===== src/rtl/ael_pkg.sv =====
// Shared types, character codes and token helpers for the expression lexer.
`default_nettype none

package ael_pkg;

    localparam int KIND_W  = 4;
    localparam int MANT_W  = 61;
    localparam int FRAC_W  = 5;
    localparam int POS_W   = 16;
    localparam int TDATA_W = 88;
    localparam int PAD_W   = TDATA_W - MANT_W - FRAC_W - POS_W;

    localparam int QUEUE_DEPTH = 4;

    typedef enum logic [KIND_W-1:0] {
        KIND_NUM   = 4'd0,
        KIND_PLUS  = 4'd1,
        KIND_MINUS = 4'd2,
        KIND_MULT  = 4'd3,
        KIND_DIV   = 4'd4,
        KIND_OPEN  = 4'd5,
        KIND_CLOSE = 4'd6,
        KIND_ERR   = 4'd7,
        KIND_END   = 4'd8,
        KIND_NONE  = 4'd15
    } kind_t;

    localparam logic [7:0] CH_PLUS  = 8'h2B;
    localparam logic [7:0] CH_MINUS = 8'h2D;
    localparam logic [7:0] CH_MULT  = 8'h2A;
    localparam logic [7:0] CH_DIV   = 8'h2F;
    localparam logic [7:0] CH_OPEN  = 8'h28;
    localparam logic [7:0] CH_CLOSE = 8'h29;
    localparam logic [7:0] CH_POINT = 8'h2E;
    localparam logic [7:0] CH_ZERO  = 8'h30;
    localparam logic [7:0] CH_NINE  = 8'h39;
    localparam logic [7:0] CH_SPACE = 8'h20;
    localparam logic [7:0] CH_TAB   = 8'h09;
    localparam logic [7:0] CH_CR    = 8'h0D;

    typedef struct packed {
        kind_t                    kind;
        logic signed [MANT_W-1:0] mantissa;
        logic [FRAC_W-1:0]        frac_digits;
        logic [POS_W-1:0]         position;
        logic                     last_token;
    } token_t;

    // One queue entry: the tokens produced by one character (one or two).
    typedef struct packed {
        logic   second;
        token_t tok0;
        token_t tok1;
    } pair_t;

    function automatic token_t make_tok(input kind_t k,
                                        input logic signed [MANT_W-1:0] m,
                                        input logic [FRAC_W-1:0] f,
                                        input logic [POS_W-1:0] p);
        token_t t;
        t.kind        = k;
        t.mantissa    = m;
        t.frac_digits = f;
        t.position    = p;
        t.last_token  = 1'b0;
        return t;
    endfunction

endpackage

`default_nettype wire


===== src/rtl/ael_front.sv =====
// Front end: classifies each character, tracks number state, builds tokens.
`default_nettype none

module ael_front
    import ael_pkg::*;
#(
    parameter int MAX_DIGITS = 18,
    parameter int INDEX_BITS = 16
)
(
    input  wire logic       clk,
    input  wire logic       rst_n,
    input  wire logic       accept,
    input  wire logic [7:0] char_code,
    input  wire logic       is_last,
    output logic            push,
    output pair_t           entry
);

    logic                     num_active_reg,   num_active_next;
    logic signed [MANT_W-1:0] mant_reg,         mant_next;
    logic                     num_negative_reg, num_negative_next;
    logic                     seen_point_reg,   seen_point_next;
    logic [FRAC_W-1:0]        frac_count_reg,   frac_count_next;
    logic [FRAC_W-1:0]        digit_count_reg,  digit_count_next;
    logic                     minus_pending_reg, minus_pending_next;
    kind_t                    prev_kind_reg,    prev_kind_next;
    logic [INDEX_BITS-1:0]    char_index_reg,   char_index_next;
    logic                     dropping_reg,     dropping_next;

    logic                     is_digit, is_ws;
    logic [3:0]               digit;
    logic signed [MANT_W-1:0] digit_s, mant_acc;
    logic [POS_W-1:0]         pos;
    kind_t                    prev_eff;
    token_t                   tok_a, tok_b, tok_c, t0, t1;
    logic                     va, vb, vc, v0, v1;

    assign is_digit = (char_code >= CH_ZERO) && (char_code <= CH_NINE);
    assign is_ws    = (char_code == CH_SPACE) || ((char_code >= CH_TAB) && (char_code <= CH_CR));
    assign digit    = 4'(char_code - CH_ZERO);
    assign pos      = POS_W'(char_index_reg);

    // Mantissa is kept signed, so a negative number accumulates by subtracting.
    assign digit_s  = num_negative_reg ? -MANT_W'(digit) : MANT_W'(digit);
    assign mant_acc = (mant_reg <<< 3) + (mant_reg <<< 1) + digit_s;

    // Flushed pending item (minus or number) decides the minus context.
    assign prev_eff = minus_pending_reg ? KIND_MINUS :
                      num_active_reg    ? KIND_NUM   : prev_kind_reg;

    always_comb
    begin
        num_active_next    = num_active_reg;
        mant_next          = mant_reg;
        num_negative_next  = num_negative_reg;
        seen_point_next    = seen_point_reg;
        frac_count_next    = frac_count_reg;
        digit_count_next   = digit_count_reg;
        minus_pending_next = minus_pending_reg;
        prev_kind_next     = prev_kind_reg;
        dropping_next      = dropping_reg;
        char_index_next    = (char_index_reg != '1) ? char_index_reg + 1'b1 : char_index_reg;

        va    = 1'b0;
        vb    = 1'b0;
        tok_a = make_tok(KIND_NUM, mant_reg, frac_count_reg, '0);
        tok_b = make_tok(KIND_ERR, '0, '0, pos);

        if (!dropping_reg)
        begin
            if (is_digit)
            begin
                if (minus_pending_reg || !num_active_reg)
                begin
                    minus_pending_next = 1'b0;
                    num_active_next    = 1'b1;
                    num_negative_next  = minus_pending_reg;
                    mant_next          = minus_pending_reg ? -MANT_W'(digit) : MANT_W'(digit);
                    seen_point_next    = 1'b0;
                    frac_count_next    = '0;
                    digit_count_next   = FRAC_W'(1);
                end
                else if (digit_count_reg >= FRAC_W'(MAX_DIGITS))
                begin
                    vb = 1'b1;
                end
                else
                begin
                    mant_next        = mant_acc;
                    digit_count_next = digit_count_reg + 1'b1;
                    if (seen_point_reg)
                    begin
                        frac_count_next = frac_count_reg + 1'b1;
                    end
                end
            end
            else if ((char_code == CH_POINT) && num_active_reg)
            begin
                if (seen_point_reg)
                begin
                    vb = 1'b1;
                end
                else
                begin
                    seen_point_next = 1'b1;
                end
            end
            else
            begin
                // Flush whatever is pending, then handle the character.
                va = minus_pending_reg || num_active_reg;
                if (minus_pending_reg)
                begin
                    tok_a = make_tok(KIND_MINUS, '0, '0, '0);
                end
                minus_pending_next = 1'b0;
                num_active_next    = 1'b0;
                vb                 = !is_ws;
                case (char_code)
                    CH_PLUS:  tok_b = make_tok(KIND_PLUS,  '0, '0, '0);
                    CH_MULT:  tok_b = make_tok(KIND_MULT,  '0, '0, '0);
                    CH_DIV:   tok_b = make_tok(KIND_DIV,   '0, '0, '0);
                    CH_OPEN:  tok_b = make_tok(KIND_OPEN,  '0, '0, '0);
                    CH_CLOSE: tok_b = make_tok(KIND_CLOSE, '0, '0, '0);
                    CH_MINUS:
                    begin
                        tok_b = make_tok(KIND_MINUS, '0, '0, '0);
                        if ((prev_eff == KIND_NONE) || (prev_eff == KIND_PLUS) ||
                            (prev_eff == KIND_MULT) || (prev_eff == KIND_DIV))
                        begin
                            vb                 = 1'b0;
                            minus_pending_next = 1'b1;
                        end
                    end
                    default:  tok_b = make_tok(KIND_ERR, '0, '0, pos);
                endcase
            end

            if (vb && (tok_b.kind == KIND_ERR))
            begin
                num_active_next    = 1'b0;
                minus_pending_next = 1'b0;
                dropping_next      = 1'b1;
            end
        end

        // End-of-expression flush of what is still pending after this character.
        vc = is_last && !dropping_reg && (minus_pending_next || num_active_next);
        if (minus_pending_next)
        begin
            tok_c = make_tok(KIND_MINUS, '0, '0, '0);
        end
        else
        begin
            tok_c = make_tok(KIND_NUM, mant_next, frac_count_next, '0);
        end

        if (va)
        begin
            t0 = tok_a;
            t1 = vb ? tok_b : tok_c;
            v0 = 1'b1;
            v1 = vb || vc;
        end
        else if (vb)
        begin
            t0 = tok_b;
            t1 = tok_c;
            v0 = 1'b1;
            v1 = vc;
        end
        else
        begin
            t0 = tok_c;
            t1 = tok_c;
            v0 = vc;
            v1 = 1'b0;
        end

        if (is_last && !v0)
        begin
            t0 = make_tok(KIND_END, '0, '0, '0);
            v0 = 1'b1;
        end

        if (v1)
        begin
            prev_kind_next = t1.kind;
        end
        else if (v0)
        begin
            prev_kind_next = t0.kind;
        end

        if (is_last)
        begin
            if (v1)
            begin
                t1.last_token = 1'b1;
            end
            else
            begin
                t0.last_token = 1'b1;
            end
            num_active_next    = 1'b0;
            mant_next          = '0;
            num_negative_next  = 1'b0;
            seen_point_next    = 1'b0;
            frac_count_next    = '0;
            digit_count_next   = '0;
            minus_pending_next = 1'b0;
            prev_kind_next     = KIND_NONE;
            char_index_next    = '0;
            dropping_next      = 1'b0;
        end
    end

    assign push         = accept && v0;
    assign entry.second = v1;
    assign entry.tok0   = t0;
    assign entry.tok1   = t1;

    always_ff @(posedge clk or negedge rst_n)
    begin
        if (!rst_n)
        begin
            num_active_reg    <= 1'b0;
            mant_reg          <= '0;
            num_negative_reg  <= 1'b0;
            seen_point_reg    <= 1'b0;
            frac_count_reg    <= '0;
            digit_count_reg   <= '0;
            minus_pending_reg <= 1'b0;
            prev_kind_reg     <= KIND_NONE;
            char_index_reg    <= '0;
            dropping_reg      <= 1'b0;
        end
        else if (accept)
        begin
            num_active_reg    <= num_active_next;
            mant_reg          <= mant_next;
            num_negative_reg  <= num_negative_next;
            seen_point_reg    <= seen_point_next;
            frac_count_reg    <= frac_count_next;
            digit_count_reg   <= digit_count_next;
            minus_pending_reg <= minus_pending_next;
            prev_kind_reg     <= prev_kind_next;
            char_index_reg    <= char_index_next;
            dropping_reg      <= dropping_next;
        end
    end

    // A number and a held minus never coexist; an error clears both.
    assert property (@(posedge clk) disable iff (!rst_n)
        !(num_active_reg && minus_pending_reg) &&
        !(dropping_reg && (num_active_reg || minus_pending_reg)))
        else $error("front: inconsistent number state");

    assert property (@(posedge clk) disable iff (!rst_n)
        num_active_reg |-> (digit_count_reg != '0) &&
                           (digit_count_reg <= FRAC_W'(MAX_DIGITS)))
        else $error("front: digit count out of range");

endmodule

`default_nettype wire


===== src/rtl/ael_queue.sv =====
// Short register queue of token pairs between front and back end.
`default_nettype none

module ael_queue
    import ael_pkg::*;
(
    input  wire logic  clk,
    input  wire logic  rst_n,
    input  wire logic  push,
    input  wire pair_t wr_entry,
    input  wire logic  pop,
    output pair_t      rd_entry,
    output logic       full,
    output logic       empty
);

    localparam int PTR_W = (QUEUE_DEPTH > 1) ? $clog2(QUEUE_DEPTH) : 1;
    localparam int CNT_W = $clog2(QUEUE_DEPTH + 1);

    pair_t              slots [QUEUE_DEPTH];
    logic [PTR_W-1:0]   wr_ptr_reg, wr_ptr_next;
    logic [PTR_W-1:0]   rd_ptr_reg, rd_ptr_next;
    logic [CNT_W-1:0]   count_reg,  count_next;

    assign full     = (count_reg == CNT_W'(QUEUE_DEPTH));
    assign empty    = (count_reg == '0);
    assign rd_entry = slots[rd_ptr_reg];

    always_comb
    begin
        wr_ptr_next = wr_ptr_reg;
        rd_ptr_next = rd_ptr_reg;
        if (push)
        begin
            wr_ptr_next = (wr_ptr_reg == PTR_W'(QUEUE_DEPTH - 1)) ? '0 : wr_ptr_reg + 1'b1;
        end
        if (pop)
        begin
            rd_ptr_next = (rd_ptr_reg == PTR_W'(QUEUE_DEPTH - 1)) ? '0 : rd_ptr_reg + 1'b1;
        end
        count_next = count_reg + CNT_W'(push) - CNT_W'(pop);
    end

    always_ff @(posedge clk or negedge rst_n)
    begin
        if (!rst_n)
        begin
            wr_ptr_reg <= '0;
            rd_ptr_reg <= '0;
            count_reg  <= '0;
        end
        else
        begin
            wr_ptr_reg <= wr_ptr_next;
            rd_ptr_reg <= rd_ptr_next;
            count_reg  <= count_next;
        end
    end

    always_ff @(posedge clk)
    begin
        if (push)
        begin
            slots[wr_ptr_reg] <= wr_entry;
        end
    end

    assert property (@(posedge clk) disable iff (!rst_n)
        !(push && full) && !(pop && empty))
        else $error("queue: overflow or underflow");

endmodule

`default_nettype wire


===== src/rtl/ael_back.sv =====
// Back end: sends the one or two tokens of each queue entry onto the output stream.
`default_nettype none

module ael_back
    import ael_pkg::*;
(
    input  wire logic  clk,
    input  wire logic  rst_n,
    input  wire pair_t head,
    input  wire logic  empty,
    output logic       pop,
    output logic       out_valid,
    input  wire logic  out_ready,
    output token_t     out_tok
);

    logic phase_reg, phase_next;
    logic done;

    assign out_valid = !empty;
    assign out_tok   = phase_reg ? head.tok1 : head.tok0;
    assign done      = phase_reg || !head.second;
    assign pop       = out_valid && out_ready && done;

    always_comb
    begin
        phase_next = phase_reg;
        if (out_valid && out_ready)
        begin
            phase_next = !done;
        end
    end

    always_ff @(posedge clk or negedge rst_n)
    begin
        if (!rst_n)
        begin
            phase_reg <= 1'b0;
        end
        else
        begin
            phase_reg <= phase_next;
        end
    end

    // Second-token phase only exists for a held two-token entry.
    assert property (@(posedge clk) disable iff (!rst_n)
        phase_reg |-> out_valid && head.second)
        else $error("back: second phase without a two-token entry");

endmodule

`default_nettype wire


===== src/rtl/arithmetic_expression_lexer_unit.sv =====
// Top level of the arithmetic expression lexer: character stream in, token stream out.
`default_nettype none

// Arithmetic expression lexer. One character item enters per clock on the slave
// stream while the queue is not full (s_tdata = character code, s_tlast = last
// character of the expression); tokens leave on the master stream, one per clock
// while m_tready is high. Each character is classified and folded into the number
// state in the cycle it is accepted (a times-ten accumulate), and yields zero, one
// or two tokens, which are written into the queue. A four-entry queue of token
// pairs separates the two sides, so characters keep flowing while the output
// stalls; the input takes one character per cycle as long as the output drains,
// and a character that yields two tokens sends them out one after the other.
// Numbers carry a signed decimal mantissa and a count of fraction digits; a minus
// right after start, plus, multiply or divide and followed by a digit becomes the
// number's sign. After an error token every character up to the last one is
// dropped, and the last one then gives an end token. The final token of each
// expression has m_tlast set. No clearing pass: the block is ready right after reset.
module arithmetic_expression_lexer_unit
    import ael_pkg::*;
#(
    parameter int MAX_DIGITS = 18,
    parameter int INDEX_BITS = 16
)
(
    input  wire logic               clk,
    input  wire logic               rst_n,
    input  wire logic               s_tvalid,
    output logic                    s_tready,
    input  wire logic [7:0]         s_tdata,   // [7:0] char_code
    input  wire logic               s_tlast,   // is_last
    output logic                    m_tvalid,
    input  wire logic               m_tready,
    output logic [TDATA_W-1:0]      m_tdata,   // [60:0] mantissa, [65:61] frac_digits,
                                               // [81:66] position, [87:82] zero
    output logic [KIND_W-1:0]       m_tuser,   // [3:0] kind
    output logic                    m_tlast    // last_token
);

    logic   accept;
    logic   push, pop, full, empty;
    pair_t  entry, head;
    token_t out_tok;

    assign s_tready = !full;
    assign accept   = s_tvalid && s_tready;

    ael_front #(
        .MAX_DIGITS (MAX_DIGITS),
        .INDEX_BITS (INDEX_BITS)
    ) u_front (
        .clk       (clk),
        .rst_n     (rst_n),
        .accept    (accept),
        .char_code (s_tdata),
        .is_last   (s_tlast),
        .push      (push),
        .entry     (entry)
    );

    ael_queue u_queue (
        .clk      (clk),
        .rst_n    (rst_n),
        .push     (push),
        .wr_entry (entry),
        .pop      (pop),
        .rd_entry (head),
        .full     (full),
        .empty    (empty)
    );

    ael_back u_back (
        .clk       (clk),
        .rst_n     (rst_n),
        .head      (head),
        .empty     (empty),
        .pop       (pop),
        .out_valid (m_tvalid),
        .out_ready (m_tready),
        .out_tok   (out_tok)
    );

    // Pack the token; kind travels as tuser, the final-token flag as tlast.
    assign m_tdata = {{PAD_W{1'b0}}, out_tok.position, out_tok.frac_digits,
                      out_tok.mantissa};
    assign m_tuser = out_tok.kind;
    assign m_tlast = out_tok.last_token;

    // An end token always closes its expression.
    assert property (@(posedge clk) disable iff (!rst_n)
        (m_tvalid && (m_tuser == KIND_END)) |-> m_tlast)
        else $error("top: end token without tlast");

endmodule

`default_nettype wire

===== config.mk =====
export PLATFORM = sky130hd
export DESIGN_NAME = arithmetic_expression_lexer_unit
export DESIGN_NICKNAME = d
export VERILOG_FILES = /design/src/rtl/ael_pkg.sv /design/src/rtl/ael_front.sv /design/src/rtl/ael_queue.sv /design/src/rtl/ael_back.sv /design/src/rtl/arithmetic_expression_lexer_unit.sv
export SDC_FILE = /design/constraint.sdc
export NUM_CORES = 1
export LEC_CHECK = 0
export BUFFER_PORTS_ARGS = -buffer_cell sky130_fd_sc_hd__buf_2
export CAP_MARGIN = 20
export CORE_ASPECT_RATIO = 0.75
export CORE_UTILIZATION = 40
export DETAILED_ROUTE_END_ITERATION = 10
export HOLD_SLACK_MARGIN = 0.12
export PLACE_DENSITY_LB_ADDON = 0.25
export SYNTH_ARGS = -nofsm -noshare
export SYNTH_HDL_FRONTEND = slang
export SYNTH_SLANG_ARGS = --single-unit

===== constraint.sdc =====
create_clock -name clk -period 15.7 [get_ports clk]
set_clock_uncertainty 0.05 [all_clocks]
set_input_delay 0.785 -clock clk [delete_from_list [all_inputs] [get_ports clk]]
set_output_delay 0.785 -clock clk [all_outputs]
set_load 0.02 [all_outputs]

==> run metrics <==
initial antenna violation count=5; H-tree levels=3; Slew @ Worst Pin=~1100 ps; top cell type's share of synthesized area=53.8%; routed len/inst=between 20 and 30 µm; std cell rows=98; layout cells sized above 1=21.0%; leading area contributor after synthesis=edfxtp_1; Initial Utilization=around two fifths; syn_area_per_cell=roughly 14 µm²; post-route worst setup slack=roughly 9500 ps; Slew headroom=between 20% and 30%; dpl cells=4003; Lkg Pwr=15.6 nW; distinct cell type count after synthesis=91; Final Hold Fails=0; r2r setup slk=about 9500 ps; die height=roughly 270 µm; Fillers=between 8000 and 9000; Synth Instances=2706; most common library cells after synthesis=696 x edfxtp_1, 200 x nand2_1, 196 x nor2_1, 174 x mux4_2, 156 x a21oi_1; critical path capture point type=flip-flop; top cells by area, synth=edfxtp_1 54%, mux4_2 10%, dfrtp_1 6.4%; hold-fix buffer count after cts=0; final slew viol count=0; num ports=approximately 110; Post-synth top flop=edfxtp_1; # DRC=0; register bit total from synthesis=800; peak supply drop=approximately 0.00011 V; Worst Path Required=15890 ps; Final setup viols=0; Critical R2R Capture=u_queue.slots[1][65]$_DFFE_PP_; port bufs=between 100 and 150; drt total wl=between 100000 and 150000 µm; Async S/R FF share, synth=13.0%; TritonCTS clock tree=built; PwrDens=around 190 nW/µm²; final non-filler cell total=4157; Clk pin slew, worst setup/hold paths=approximately 70 ps; worst r2r src=u_front.num_active_reg$_DFFE_PN0P_; largest net degree at the start of global routing=between 90 and 100; root buffer cell=clkbuf_16; first-pass GRT wire length=166000 µm; Startpoint Class=flip-flop; CP Class=flip-flop to flip-flop; Initial DRC Count=roughly 2600; DR pass1 iterations=8; Post-DP HPWL=72700 µm; DIE WIDTH=around 360 µm; number of global-route vias before repair=between 20000 and 25000; Post-synth EDFFs=just under 700; gr usage total=between 20% and 30%; Hold Path Class=primary input to async pin; # Post-CTS Setup Buffers=0; CTS resizes=0; Overflow after GRT=0; CTS Sinks=800; CP Max Fanout=47; Area Overhead vs Synth=12.4%; post-synthesis sequential area ratio=between 60% and 70%; Via Count=~25000; Largest register FFs=696; Via-to-Cell Ratio=between 5 and 6; Final min period=between 6000 and 7000 ps; Core Area=between 90000 and 100000 µm²; die area=about 98000 µm²; fin crit share=approximately two fifths; Placer Congestion=~0.93; pre-CTS setup slack=between 9000 and 10000 ps; RSZ-0062 raised after global routing=no; Clock Path Buffers=3; Num CTS Buffers=83; Final TNS setup=0 ps; clk_lat worst skew=between 600 and 700 ps; Yosys warning count=0; Reg2Reg Depth=10; Fmax=roughly 160 MHz; most instantiated library cell after synthesis=edfxtp_1; status=complete, no violations; Mapped Area=just under 40000 µm²; crit path DAT=~6400 ps; Final ANT Viol Nets=0; max-capacitance violation count=0; final net count=approximately 2900
==> cell type report <==
type                    count  area [µm²]  share of cell area [%]
flip-flops and latches    800       23500                    53.9
multi-input cells        1719       14700                    33.6
clock buffers             102        2220                    5.09
well taps                1300        1630                    3.72
repair buffers            152         927                    2.12
clock inverters            49         556                    1.27
inverters                  33         124                   0.284
diodes                      2        5.00                  0.0115
==> worst max path at each step <==
stage	end	from	depth (start not counted)	slack, ps
after floorplan	u_queue.slots[0][164]$_DFFE_PP_	s_tdata[0]	16	8020
after global placement	u_queue.slots[0][162]$_DFFE_PP_	s_tdata[0]	17	9130
after detailed placement	u_queue.slots[0][166]$_DFFE_PP_	s_tdata[0]	17	9080
after CTS	u_queue.slots[1][65]$_DFFE_PP_	u_front.num_active_reg$_DFFE_PN0P_	10	9440
after global routing	u_queue.slots[1][65]$_DFFE_PP_	u_front.num_active_reg$_DFFE_PN0P_	10	9050
final	u_queue.slots[1][65]$_DFFE_PP_	u_front.num_active_reg$_DFFE_PN0P_	10	9470
==> power by group <==
group,internal (W),switching (W)
Sequential,0.00272,0.000232
Combinational,0.00126,0.00191
Clock,0.00117,0.000840
Total,0.00515,0.00299
==> worst max-delay path: stages (launching register included) <==
cell	delay (ps)
dfrtp_1	570
nand2b_1	610
nor2_2	510
nor2_2	80
or4_1	720
o21ai_2	430
nor2_1	70
nor2_1	590
and2_4	660
buf_4	680
buf_4	710
==> metrics by stage <==
stage          area (µm²)  hold WS [ps]  util, %  power, W
4_1_cts             43700           153     45.6   0.00820
3_5_place_dp        40900           443     42.7   0.00618
5_1_grt             43700           174     45.6   0.00854
2_1_floorplan       38900           411        -   0.00517
6_report            43700           141     45.6   0.00813
3_3_place_gp        40800           428     42.7   0.00616
==> kinds of logic (layout without fill, tap and decap cells) <==
family / Yosys count / in the layout / synth area share, %
compound gates: 582 / 582 / 10.0
other cells: 1 / 8 / 0.00965
buf+inv: 192 / 336 / 2.00
fa+ha+maj: 135 / 135 / 4.94
simple gates: 632 / 632 / 7.57
mux: 271 / 271 / 12.9
flops: 800 / 800 / 60.5
xor+xnor: 93 / 93 / 2.10
==> layout by cell type, fill, tap and decap left out, types with 24 or more instances in the layout <==
master and count:
a21o_1 57, a21oi_1 155, a22o_1 25, and2_1 26, and3_1 45, buf_2 100
buf_4 49, clkbuf_16 85, dfrtp_1 97, edfxtp_1 696, fa_1 31, ha_1 104
inv_1 33, mux2_2 90, mux4_2 174, nand2_1 198, nand3_1 35, nand4_1 24
nor2_1 188, nor3_1 27, o21ai_0 122, xnor2_1 61, xor2_1 32
==> layer usage <==
layer	wire length, µm	vias up	GRT usage [%]
li1	-	10746	-
met1	51400	12785	33.8
met2	49900	878	34.3
met3	7630	157	4.09
met4	2000	4	4.90
met5	22	-	0
Power figures use the tool's default switching activity.
